===== config.mk =====
export PLATFORM = sky130hd
export DESIGN_NAME = differential_drive_command_mixer_core
export DESIGN_NICKNAME = d
export VERILOG_FILES = /design/src/hw/rtl/ddcm_pkg.sv /design/src/hw/rtl/ddcm_front.sv /design/src/hw/rtl/ddcm_queue.sv /design/src/hw/rtl/ddcm_back.sv /design/src/hw/rtl/differential_drive_command_mixer_core.sv
export VERILOG_INCLUDE_DIRS = /design/src /design/src/hw/rtl
export SDC_FILE = /design/constraint.sdc
export NUM_CORES = 2
export LEC_CHECK = 0
export BUFFER_PORTS_ARGS = -buffer_cell sky130_fd_sc_hd__buf_2
export CAP_MARGIN = 40
export CORE_MARGIN = 5
export CORE_UTILIZATION = 60
export DETAILED_ROUTE_END_ITERATION = 8
export PLACE_DENSITY_LB_ADDON = 0.05
export SETUP_SLACK_MARGIN = 0.05
export SLEW_MARGIN = 20
export SYNTH_ARGS = -nofsm -noshare
export SYNTH_HDL_FRONTEND = slang
export SYNTH_SLANG_ARGS = --single-unit

===== constraint.sdc =====
create_clock -name clk_i -period 15.1 [get_ports clk_i]
set_input_delay 1.51 -clock clk_i [delete_from_list [all_inputs] [get_ports clk_i]]
set_output_delay 1.51 -clock clk_i [all_outputs]
set_load 0.005 [all_outputs]

===== src/hw/rtl/differential_drive_command_mixer_core_macros.svh =====
// Assertion helpers shared by the mixer RTL.
// Each expects clk_i and rst_ni in the scope of use.
`ifndef DIFFERENTIAL_DRIVE_COMMAND_MIXER_CORE_MACROS_SVH
`define DIFFERENTIAL_DRIVE_COMMAND_MIXER_CORE_MACROS_SVH

// Invariant checked at every edge out of reset.
`define DDCM_ASSERT(label_, prop_, msg_) \
  label_: assert property (@(posedge clk_i) disable iff (!rst_ni) (prop_)) \
    else $error(msg_);

// Same-cycle implication.
`define DDCM_ASSERT_IMP(label_, ante_, cons_, msg_) \
  label_: assert property (@(posedge clk_i) disable iff (!rst_ni) (ante_) |-> (cons_)) \
    else $error(msg_);

// Next-cycle implication.
`define DDCM_ASSERT_NEXT(label_, ante_, cons_, msg_) \
  label_: assert property (@(posedge clk_i) disable iff (!rst_ni) (ante_) |=> (cons_)) \
    else $error(msg_);

`endif


===== src/hw/rtl/ddcm_pkg.sv =====
package ddcm_pkg;

  localparam int unsigned PulseW = 11;
  localparam int unsigned SpeedW = 13;

  localparam logic [PulseW-1:0] PulseMin  = 11'd1100;
  localparam logic [PulseW-1:0] PulseMax  = 11'd1900;
  localparam logic [PulseW-1:0] YawCentre = 11'd1500;

  localparam logic [11:0] KeyScale  = 12'd3840;
  localparam logic [11:0] PlanScale = 12'd1920;

  // x / 5 == (x * 52429) >> 18, exact for x below 2^18
  localparam logic [15:0] RecipFifth = 16'd52429;
  localparam int unsigned RecipShift = 18;

  // square root of a 26-bit value shifted up by 32: 29 result bits, one per step
  localparam int unsigned RootW     = 29;
  localparam int unsigned RootSteps = 29;
  localparam int unsigned DivSteps  = 12;
  localparam int unsigned StepCntW  = 5;

  localparam logic [29:0] OneQ16 = 30'h0001_0000;

  typedef struct packed {
    logic              planner;
    logic              mix_en;
    logic [PulseW-1:0] yaw;
    logic [PulseW-1:0] throttle;
  } cmd_t;

  typedef enum logic [2:0] {
    StIdle,
    StAngle,
    StMix,
    StSquare,
    StRoot,
    StDivSet,
    StDivide,
    StDone
  } back_state_e;

endpackage


===== src/hw/rtl/ddcm_front.sv =====
module ddcm_front (
  input  logic                clk_i,
  input  logic                rst_ni,
  input  logic                cfg_we_i,
  input  logic                cfg_wdata_i,
  input  logic                in_valid_i,
  output logic                in_ready_o,
  input  logic                kind_i,
  input  logic signed [15:0]  throttle_value_i,
  input  logic signed [15:0]  roll_value_i,
  output logic                push_o,
  output ddcm_pkg::cmd_t      cmd_o,
  input  logic                full_i
);

  function automatic logic [ddcm_pkg::PulseW-1:0] clamp_pulse(input logic signed [17:0] v);
    logic [ddcm_pkg::PulseW-1:0] r;
    if (v < $signed({7'd0, ddcm_pkg::PulseMin})) begin
      r = ddcm_pkg::PulseMin;
    end else if (v > $signed({7'd0, ddcm_pkg::PulseMax})) begin
      r = ddcm_pkg::PulseMax;
    end else begin
      r = v[ddcm_pkg::PulseW-1:0];
    end
    return r;
  endfunction

  logic [ddcm_pkg::PulseW-1:0] yaw_q, yaw_d;
  logic [ddcm_pkg::PulseW-1:0] thr_q, thr_d;
  logic                        mode_q;
  logic                        accept;
  logic signed [17:0]          thr_ext, rol_ext, thr_sum, rol_sum;
  logic                        chord;

  assign accept     = in_valid_i & ~full_i;
  assign in_ready_o = ~full_i;

  always_comb begin
    thr_ext = {{2{throttle_value_i[15]}}, throttle_value_i};
    rol_ext = {{2{roll_value_i[15]}}, roll_value_i};
    thr_sum = $signed({7'd0, thr_q}) + thr_ext;
    rol_sum = $signed({7'd0, yaw_q}) + rol_ext;
    chord   = (throttle_value_i == 16'hFFFF) && (roll_value_i == 16'hFFFF);
    if (kind_i) begin
      thr_d = clamp_pulse(thr_ext);
      yaw_d = clamp_pulse(rol_ext);
    end else if (chord) begin
      // both deltas at -1: back to centre yaw and idle throttle
      thr_d = ddcm_pkg::PulseMin;
      yaw_d = ddcm_pkg::YawCentre;
    end else begin
      thr_d = clamp_pulse(thr_sum);
      yaw_d = clamp_pulse(rol_sum);
    end
  end

  always_ff @(posedge clk_i or negedge rst_ni) begin
    if (!rst_ni) begin
      yaw_q  <= ddcm_pkg::YawCentre;
      thr_q  <= ddcm_pkg::PulseMin;
      mode_q <= 1'b0;
    end else begin
      if (cfg_we_i) begin
        mode_q <= cfg_wdata_i;
      end
      if (accept) begin
        yaw_q <= yaw_d;
        thr_q <= thr_d;
      end
    end
  end

  assign push_o         = accept;
  assign cmd_o.planner  = kind_i;
  assign cmd_o.mix_en   = ~mode_q;
  assign cmd_o.yaw      = yaw_d;
  assign cmd_o.throttle = thr_d;

endmodule


===== src/hw/rtl/ddcm_queue.sv =====
`include "differential_drive_command_mixer_core_macros.svh"

module ddcm_queue #(
  parameter int unsigned Depth = 2
) (
  input  logic           clk_i,
  input  logic           rst_ni,
  input  logic           push_i,
  input  ddcm_pkg::cmd_t cmd_i,
  output logic           full_o,
  input  logic           pop_i,
  output ddcm_pkg::cmd_t cmd_o,
  output logic           empty_o
);

  localparam int unsigned PtrW = $clog2(Depth);
  localparam int unsigned CntW = $clog2(Depth + 1);

  ddcm_pkg::cmd_t  mem_q [Depth];
  logic [PtrW-1:0] wr_ptr_q, rd_ptr_q;
  logic [CntW-1:0] count_q;

  function automatic logic [PtrW-1:0] ptr_inc(input logic [PtrW-1:0] p);
    logic [PtrW-1:0] r;
    if (p == PtrW'(Depth - 1)) begin
      r = '0;
    end else begin
      r = p + PtrW'(1);
    end
    return r;
  endfunction

  assign full_o  = (count_q == CntW'(Depth));
  assign empty_o = (count_q == '0);
  assign cmd_o   = mem_q[rd_ptr_q];

  always_ff @(posedge clk_i) begin
    if (push_i) begin
      mem_q[wr_ptr_q] <= cmd_i;
    end
  end

  always_ff @(posedge clk_i or negedge rst_ni) begin
    if (!rst_ni) begin
      wr_ptr_q <= '0;
      rd_ptr_q <= '0;
      count_q  <= '0;
    end else begin
      if (push_i) begin
        wr_ptr_q <= ptr_inc(wr_ptr_q);
      end
      if (pop_i) begin
        rd_ptr_q <= ptr_inc(rd_ptr_q);
      end
      if (push_i && !pop_i) begin
        count_q <= count_q + CntW'(1);
      end else if (pop_i && !push_i) begin
        count_q <= count_q - CntW'(1);
      end
    end
  end

  `DDCM_ASSERT(a_count_bound, count_q <= CntW'(Depth), "queue count beyond depth")
  `DDCM_ASSERT_IMP(a_no_pop_empty, pop_i, !empty_o, "pop from empty queue")
  `DDCM_ASSERT_IMP(a_no_push_full, push_i, !full_o, "push into full queue")

endmodule


===== src/hw/rtl/ddcm_back.sv =====
`include "differential_drive_command_mixer_core_macros.svh"

module ddcm_back (
  input  logic               clk_i,
  input  logic               rst_ni,
  input  ddcm_pkg::cmd_t     cmd_i,
  input  logic               empty_i,
  output logic               pop_o,
  output logic               out_valid_o,
  input  logic               out_ready_i,
  output logic signed [12:0] left_speed_o,
  output logic signed [12:0] right_speed_o,
  output logic [10:0]        yaw_out_o,
  output logic [10:0]        throttle_out_o
);

  localparam int unsigned RemW = ddcm_pkg::RootW + 1;

  ddcm_pkg::back_state_e state_q, state_d;
  ddcm_pkg::cmd_t        cur_q;

  logic [ddcm_pkg::StepCntW-1:0] cnt_q;
  logic [10:0]                   a_mag_q;
  logic                          a_neg_q;
  logic [9:0]                    td_q;
  logic [11:0]                   mag1_q, mag2_q;
  logic                          neg1_q, neg2_q;
  logic [25:0]                   rad_q;
  logic [ddcm_pkg::RootW-1:0]    root_q;
  logic [RemW-1:0]               rem_q;
  logic [29:0]                   den_q;
  logic [29:0]                   drem1_q, drem2_q;
  logic [11:0]                   quot1_q, quot2_q;

  // angle step
  logic signed [11:0] yd;
  logic [11:0]        ymag;
  logic [13:0]        y24;
  logic [29:0]        a_prod;
  // mix step
  logic [13:0]        a5_mag, t12;
  logic signed [15:0] a5s, v1, v2;
  logic [14:0]        v1mag, v2mag;
  logic [30:0]        p1, p2;
  // square step
  logic [23:0]        s1, s2;
  logic [24:0]        sq;
  // root step
  logic [31:0]        rem_sh, trial;
  logic               root_ge;
  // divide step
  logic [11:0]        scale;
  logic [23:0]        n1, n2;
  logic [30:0]        sh1, sh2, den_ext;
  logic               ge1, ge2;
  logic               last_root, last_div;
  logic               quot_ok;

  always_comb begin
    yd     = $signed({1'b0, cur_q.yaw}) - $signed({1'b0, ddcm_pkg::YawCentre});
    ymag   = yd[11] ? 12'(-yd) : 12'(yd);
    y24    = 14'(ymag[8:0]) * 14'd24;
    a_prod = 30'(y24) * 30'(ddcm_pkg::RecipFifth);

    a5_mag = 14'(a_mag_q) * 14'd5;
    t12    = 14'(td_q) * 14'd12;
    a5s    = a_neg_q ? -$signed({2'b00, a5_mag}) : $signed({2'b00, a5_mag});
    v1     = $signed({2'b00, t12}) + a5s;
    v2     = $signed({2'b00, t12}) - a5s;
    v1mag  = v1[15] ? 15'(-v1) : 15'(v1);
    v2mag  = v2[15] ? 15'(-v2) : 15'(v2);
    p1     = 31'(v1mag) * 31'(ddcm_pkg::RecipFifth);
    p2     = 31'(v2mag) * 31'(ddcm_pkg::RecipFifth);

    s1 = mag1_q * mag1_q;
    s2 = mag2_q * mag2_q;
    sq = {1'b0, s1} + {1'b0, s2};

    rem_sh  = {rem_q, rad_q[25:24]};
    trial   = {1'b0, root_q, 2'b01};
    root_ge = (rem_sh >= trial);

    scale   = cur_q.planner ? ddcm_pkg::PlanScale : ddcm_pkg::KeyScale;
    n1      = mag1_q * scale;
    n2      = mag2_q * scale;
    den_ext = {1'b0, den_q};
    sh1     = {drem1_q, 1'b0};
    sh2     = {drem2_q, 1'b0};
    ge1     = (sh1 >= den_ext);
    ge2     = (sh2 >= den_ext);

    last_root = (cnt_q == ddcm_pkg::StepCntW'(ddcm_pkg::RootSteps - 1));
    last_div  = (cnt_q == ddcm_pkg::StepCntW'(ddcm_pkg::DivSteps - 1));
  end

  // next state
  always_comb begin
    state_d = state_q;
    case (state_q)
      ddcm_pkg::StIdle: begin
        if (!empty_i) begin
          state_d = cmd_i.mix_en ? ddcm_pkg::StAngle : ddcm_pkg::StDone;
        end
      end
      ddcm_pkg::StAngle:  state_d = ddcm_pkg::StMix;
      ddcm_pkg::StMix:    state_d = ddcm_pkg::StSquare;
      ddcm_pkg::StSquare: state_d = ddcm_pkg::StRoot;
      ddcm_pkg::StRoot: begin
        if (last_root) begin
          state_d = ddcm_pkg::StDivSet;
        end
      end
      ddcm_pkg::StDivSet: state_d = ddcm_pkg::StDivide;
      ddcm_pkg::StDivide: begin
        if (last_div) begin
          state_d = ddcm_pkg::StDone;
        end
      end
      ddcm_pkg::StDone: begin
        if (out_ready_i) begin
          state_d = ddcm_pkg::StIdle;
        end
      end
      default: state_d = ddcm_pkg::StIdle;
    endcase
  end

  // outputs
  always_comb begin
    pop_o       = 1'b0;
    out_valid_o = 1'b0;
    case (state_q)
      ddcm_pkg::StIdle: pop_o       = ~empty_i;
      ddcm_pkg::StDone: out_valid_o = 1'b1;
      default: begin
        pop_o       = 1'b0;
        out_valid_o = 1'b0;
      end
    endcase
  end

  always_ff @(posedge clk_i or negedge rst_ni) begin
    if (!rst_ni) begin
      state_q <= ddcm_pkg::StIdle;
      cnt_q   <= '0;
    end else begin
      state_q <= state_d;
      if (state_q == ddcm_pkg::StRoot || state_q == ddcm_pkg::StDivide) begin
        cnt_q <= (state_d == state_q) ? cnt_q + ddcm_pkg::StepCntW'(1) : '0;
      end else begin
        cnt_q <= '0;
      end
    end
  end

  always_ff @(posedge clk_i) begin
    case (state_q)
      ddcm_pkg::StIdle: begin
        if (!empty_i) begin
          cur_q   <= cmd_i;
          quot1_q <= '0;
          quot2_q <= '0;
          neg1_q  <= 1'b0;
          neg2_q  <= 1'b0;
        end
      end
      ddcm_pkg::StAngle: begin
        a_mag_q <= a_prod[ddcm_pkg::RecipShift+10:ddcm_pkg::RecipShift];
        a_neg_q <= yd[11] ^ cur_q.planner;
        td_q    <= 10'(cur_q.throttle - ddcm_pkg::PulseMin);
      end
      ddcm_pkg::StMix: begin
        mag1_q <= p1[ddcm_pkg::RecipShift+11:ddcm_pkg::RecipShift];
        mag2_q <= p2[ddcm_pkg::RecipShift+11:ddcm_pkg::RecipShift];
        neg1_q <= v1[15];
        neg2_q <= v2[15];
      end
      ddcm_pkg::StSquare: begin
        rad_q  <= {1'b0, sq};
        root_q <= '0;
        rem_q  <= '0;
      end
      ddcm_pkg::StRoot: begin
        rad_q <= {rad_q[23:0], 2'b00};
        if (root_ge) begin
          rem_q  <= RemW'(rem_sh - trial);
          root_q <= {root_q[ddcm_pkg::RootW-2:0], 1'b1};
        end else begin
          rem_q  <= rem_sh[RemW-1:0];
          root_q <= {root_q[ddcm_pkg::RootW-2:0], 1'b0};
        end
      end
      ddcm_pkg::StDivSet: begin
        den_q   <= {1'b0, root_q} + ddcm_pkg::OneQ16;
        drem1_q <= {2'b00, n1, 4'b0000};
        drem2_q <= {2'b00, n2, 4'b0000};
        quot1_q <= '0;
        quot2_q <= '0;
      end
      ddcm_pkg::StDivide: begin
        drem1_q <= ge1 ? 30'(sh1 - den_ext) : sh1[29:0];
        drem2_q <= ge2 ? 30'(sh2 - den_ext) : sh2[29:0];
        quot1_q <= {quot1_q[10:0], ge1};
        quot2_q <= {quot2_q[10:0], ge2};
      end
      default: begin
      end
    endcase
  end

  assign left_speed_o   = neg1_q ? -$signed({1'b0, quot1_q}) : $signed({1'b0, quot1_q});
  assign right_speed_o  = neg2_q ? -$signed({1'b0, quot2_q}) : $signed({1'b0, quot2_q});
  assign yaw_out_o      = cur_q.yaw;
  assign throttle_out_o = cur_q.throttle;

  assign quot_ok = (quot1_q <= ddcm_pkg::KeyScale) && (quot2_q <= ddcm_pkg::KeyScale);

  `DDCM_ASSERT_IMP(a_quot_bound, out_valid_o, quot_ok, "speed beyond full scale")
  `DDCM_ASSERT_NEXT(a_pop_leaves_idle, pop_o, state_q != ddcm_pkg::StIdle, "pop did not start work")
  `DDCM_ASSERT_NEXT(a_result_held, out_valid_o && !out_ready_i, out_valid_o, "result withdrawn")

endmodule


===== src/hw/rtl/differential_drive_command_mixer_core.sv =====
// Motor mode: an accepted command passes through the queue, then the back end's
// angle, mix and square steps, the 29-step square root and the 12-step restoring
// dividers. Pass-through: it goes from the queue straight to the result registers.
// In both modes the back end takes no new command until the sink takes its result.
// The input side keeps accepting until the command queue (QueueDepth) fills.
// Reset (rst_ni low, asynchronous): yaw 1500, throttle 1100, motor mode, queue empty.
module differential_drive_command_mixer_core #(
  parameter int unsigned QueueDepth = 2
) (
  input  logic               clk_i,
  input  logic               rst_ni,
  // configuration: output_mode
  input  logic               cfg_we_i,
  input  logic               cfg_wdata_i,
  // command input
  input  logic               in_valid_i,
  output logic               in_ready_o,
  input  logic               kind_i,
  input  logic signed [15:0] throttle_value_i,
  input  logic signed [15:0] roll_value_i,
  // result output
  output logic               out_valid_o,
  input  logic               out_ready_i,
  output logic signed [12:0] left_speed_o,
  output logic signed [12:0] right_speed_o,
  output logic [10:0]        yaw_out_o,
  output logic [10:0]        throttle_out_o
);

  // Front end: pulse state update (clamp, reset chord) done at acceptance,
  // so each queued command already carries the pulses after its transaction.
  ddcm_pkg::cmd_t push_cmd, pop_cmd;
  logic           push, pop, q_full, q_empty;

  ddcm_front u_front (
    .clk_i            (clk_i),
    .rst_ni           (rst_ni),
    .cfg_we_i         (cfg_we_i),
    .cfg_wdata_i      (cfg_wdata_i),
    .in_valid_i       (in_valid_i),
    .in_ready_o       (in_ready_o),
    .kind_i           (kind_i),
    .throttle_value_i (throttle_value_i),
    .roll_value_i     (roll_value_i),
    .push_o           (push),
    .cmd_o            (push_cmd),
    .full_i           (q_full)
  );

  // Short command queue decoupling the two halves.
  ddcm_queue #(
    .Depth (QueueDepth)
  ) u_queue (
    .clk_i   (clk_i),
    .rst_ni  (rst_ni),
    .push_i  (push),
    .cmd_i   (push_cmd),
    .full_o  (q_full),
    .pop_i   (pop),
    .cmd_o   (pop_cmd),
    .empty_o (q_empty)
  );

  // Back end: mixing, Q13.16 magnitude via digit-recurrence square root,
  // then normalise and scale through two restoring dividers run side by side.
  // The result is held in its own registers until the sink takes it.
  ddcm_back u_back (
    .clk_i          (clk_i),
    .rst_ni         (rst_ni),
    .cmd_i          (pop_cmd),
    .empty_i        (q_empty),
    .pop_o          (pop),
    .out_valid_o    (out_valid_o),
    .out_ready_i    (out_ready_i),
    .left_speed_o   (left_speed_o),
    .right_speed_o  (right_speed_o),
    .yaw_out_o      (yaw_out_o),
    .throttle_out_o (throttle_out_o)
  );

endmodule

==> results by group <==
Yosys
  • Count of flip-flops with a built-in enable after synthesis: 318
  • Main synth FF type: sky130_fd_sc_hd__edfxtp_1
  • Mean cell area of the mapped netlist: 9.90 um2
  • Total of flip-flops plus latches after synthesis: 353
  • Area of the mapped netlist: 0.0444 mm2
  • Fraction of registers with async set or reset after synthesis: 0.0992
  • Number of warnings printed during yosys synthesis: 0
  • Post-synthesis instance total: 4488
  • Netlist cell types: 91
  • Sequential cell area fraction in the yosys report: 0.235

Setup path
  • Setup crit end kind: register
  • Worst Setup Path Type: register to register
  • Most repeated library cell on the critical path: sky130_fd_sc_hd__fa_1
  • Highest net fanout along the worst path: 12
  • Worst path arrival time: 12.00 ns
  • Slowest Stage Delay on Critical Path: 0.62 ns
  • Data required, critical path: 15.42 ns
  • Max stage delay cell, worst path: sky130_fd_sc_hd__edfxtp_1
  • Nature of the critical path startpoint: register

Cells and area
  • Layout cells sized above 1: 0.0669
  • Area growth, synth to finish: 6.96%
  • Filler instances: 6122
  • Diode insertion count for antenna repair: 0
  • Final layout net count: 5690

Floorplanning
  • Horizontal die dimension: 282 um
  • Die height: 282 um
  • Starting Density: 0.607
  • Num ports: 89
  • Standard cell core area: 0.0732 mm2
  • Floorplan die area: 0.0796 mm2
  • Floorplan row count: 99

Route
  • Number of design-rule violations left by the first detailed-router iteration: 1724
  • 1st-pass router iterations: 5
  • Routed via count divided by cell count: 5.59
  • Post-detailed-routing wire length: 96.3 mm
  • Average detailed-routed wire length per instance: 17.4 um
  • Routed vias: 30900
  • DRT antenna net count: 0
  • # DRC: 0

Global routing
  • Total gr overflow: 0
  • Total Routing Usage GR: 0.247
  • Antenna violations before repair: 2
  • Largest net degree at the start of global routing: 75
  • Wire length of the first global-routing pass: 161 mm
  • Vias in the first global route: 31800

Placement
  • Count of buffers inserted at the top-level ports: 88
  • Routability Congestion: 0.921
  • Half-perimeter wire length after detailed placement: 78.7 mm

CTS
  • Post-CTS sizing: 0
  • CTS max path bufs: 3
  • Number of CTS-inserted buffers: 44
  • Total of hold buffers inserted after clock tree synthesis: 0
  • Clock tree from TritonCTS: done
  • Skew-Pair Late Insertion Delay: 0.59 ns
  • CTS Root Cell: sky130_fd_sc_hd__clkbuf_16
  • Sinks on Clock Net: 353
  • H-tree depth reported by CTS: 2
  • Clk slew on worst S/H paths: 0.06 ns
  • Setup bufs post-CTS: 0

STA
  • Final count of hold timing violations: 0
  • Post-route clock period utilization: 0.774
  • Tightest Pin Transition: 0.932 ns
  • Unrepaired setup endpoints after global routing: false
  • Normalized max-slew margin: 0.370
  • Count of endpoints failing setup in the final report: 0
  • Final clock skew: 0.0293 ns
  • Post-layout min period: 11.69 ns
  • Fmax: 85.6 MHz
  • Max-slew violation count: 0
  • Total negative slack for setup checks: 0 ns

Status
  • Status: completed

Min path
  • Tightest Hold Check Type: register to register

Job
  • Max-capacitance violation count: 0
==> stage by stage <==
stage	cells	hold WS, ns	instance area [um2]	util	setup slack [ns]
after floorplan	4491	0.426	44400	-	4.58
after global placement	5441	0.431	45800	0.625	3.80
after detailed placement	5451	0.432	46000	0.628	3.53
after CTS	5529	0.446	47400	0.648	3.45
after global routing	5535	0.455	47500	0.649	2.63
final	5535	0.444	47500	0.649	3.41
==> critical path, delay by kind of cell, from the launching register on <==
family | cells | cell delay, ns
compound gates | 9 | 2.20
flops | 1 | 0.62
fa+ha+maj | 11 | 4.65
xor+xnor | 5 | 1.16
simple gates | 12 | 2.60
buf+inv | 3 | 0.20
==> final cells by class <==
cell class | instances | area (um2) | share of cell area
clock buffers | 52 | 1140 | 0.0240
well taps | 959 | 1200 | 0.0252
multi-input cells | 3310 | 30800 | 0.648
repair buffers | 134 | 971 | 0.0204
clock inverters | 26 | 323 | 0.00679
inverters | 701 | 2630 | 0.0554
flip-flops and latches | 353 | 10400 | 0.220
==> per-layer routing <==
layer	up-vias	GRT usage	routed length, um
met3	128	0.0329	4310
met5	-	0	0
met4	0	0.0618	2570
li1	15300	-	-
met2	567	0.413	45300
met1	15000	0.347	44100
==> cell families after synthesis <==
| kind of cell | count (synthesis) | share of synthesized area |
|---|---|---|
| fa+ha+maj | 1107 | 0.383 |
| simple gates | 1025 | 0.112 |
| buf+inv | 828 | 0.0728 |
| compound gates | 742 | 0.108 |
| flops | 353 | 0.235 |
| xor+xnor | 337 | 0.0668 |
| mux | 95 | 0.0225 |
| other cells | 1 | 0.0000844 |
==> worst paths after layout <==
path | slack, ns | to | from | cells after the start
min reg2reg | 0.44 | u_back.den_q[5] | u_back.root_q[5] | 0
max in group asynchronous | 13.80 | u_front.thr_q[3] | rst_ni | 2
max | 3.41 | u_back.mag1_q[11] | u_back.a_mag_q[0] | 40
max reg2reg | 3.41 | u_back.mag1_q[11] | u_back.a_mag_q[0] | 40
min in group asynchronous | 0.79 | u_front.yaw_q[0] | rst_ni | 1
min | 0.44 | u_back.den_q[5] | u_back.root_q[5] | 0
==> cell usage in the layout, fill, tap and decap left out, types with 48 or more instances in the layout <==
cell and n:
sky130_fd_sc_hd__nand2_1 249, sky130_fd_sc_hd__xnor2_1 229, sky130_fd_sc_hd__and2_1 127, sky130_fd_sc_hd__a21oi_1 225, sky130_fd_sc_hd__fa_1 423, sky130_fd_sc_hd__edfxtp_1 318
sky130_fd_sc_hd__buf_2 88, sky130_fd_sc_hd__nand3_1 48, sky130_fd_sc_hd__nor2b_1 54, sky130_fd_sc_hd__nor3_1 55, sky130_fd_sc_hd__xor2_1 106, sky130_fd_sc_hd__a21o_1 92
sky130_fd_sc_hd__mux2i_1 56, sky130_fd_sc_hd__ha_1 684, sky130_fd_sc_hd__nor2_1 293, sky130_fd_sc_hd__inv_1 699, sky130_fd_sc_hd__o21ai_0 154
==> Yosys cell counts (all sizes together) (92+ instances only) <==
library cell	count	area, um2
a21o	92	691
a21oi	227	1140
and2	127	795
edfxtp	318	9550
fa	423	8470
ha	684	8560
inv	700	2630
nand2	250	938
nor2	297	1120
o21ai	161	810
xnor2	230	2020
xor2	107	945
==> flip-flops by register name (all words and copies together) (netlist names), 12 cells and up <==
| register | count |
|---|---|
| u_back.quot1_q | 12 |
| u_back.den_q | 30 |
| u_back.root_q | 29 |
| u_back.mag2_q | 12 |
| u_back.drem1_q | 30 |
| u_back.rad_q | 26 |
| u_back.drem2_q | 30 |
| u_queue.mem_q | 48 |
| u_back.rem_q | 30 |
| u_back.mag1_q | 12 |
| u_back.quot2_q | 12 |
Power is not shown: default switching activity piles up to over one toggle a cycle in this logic, so the estimate is an artifact.
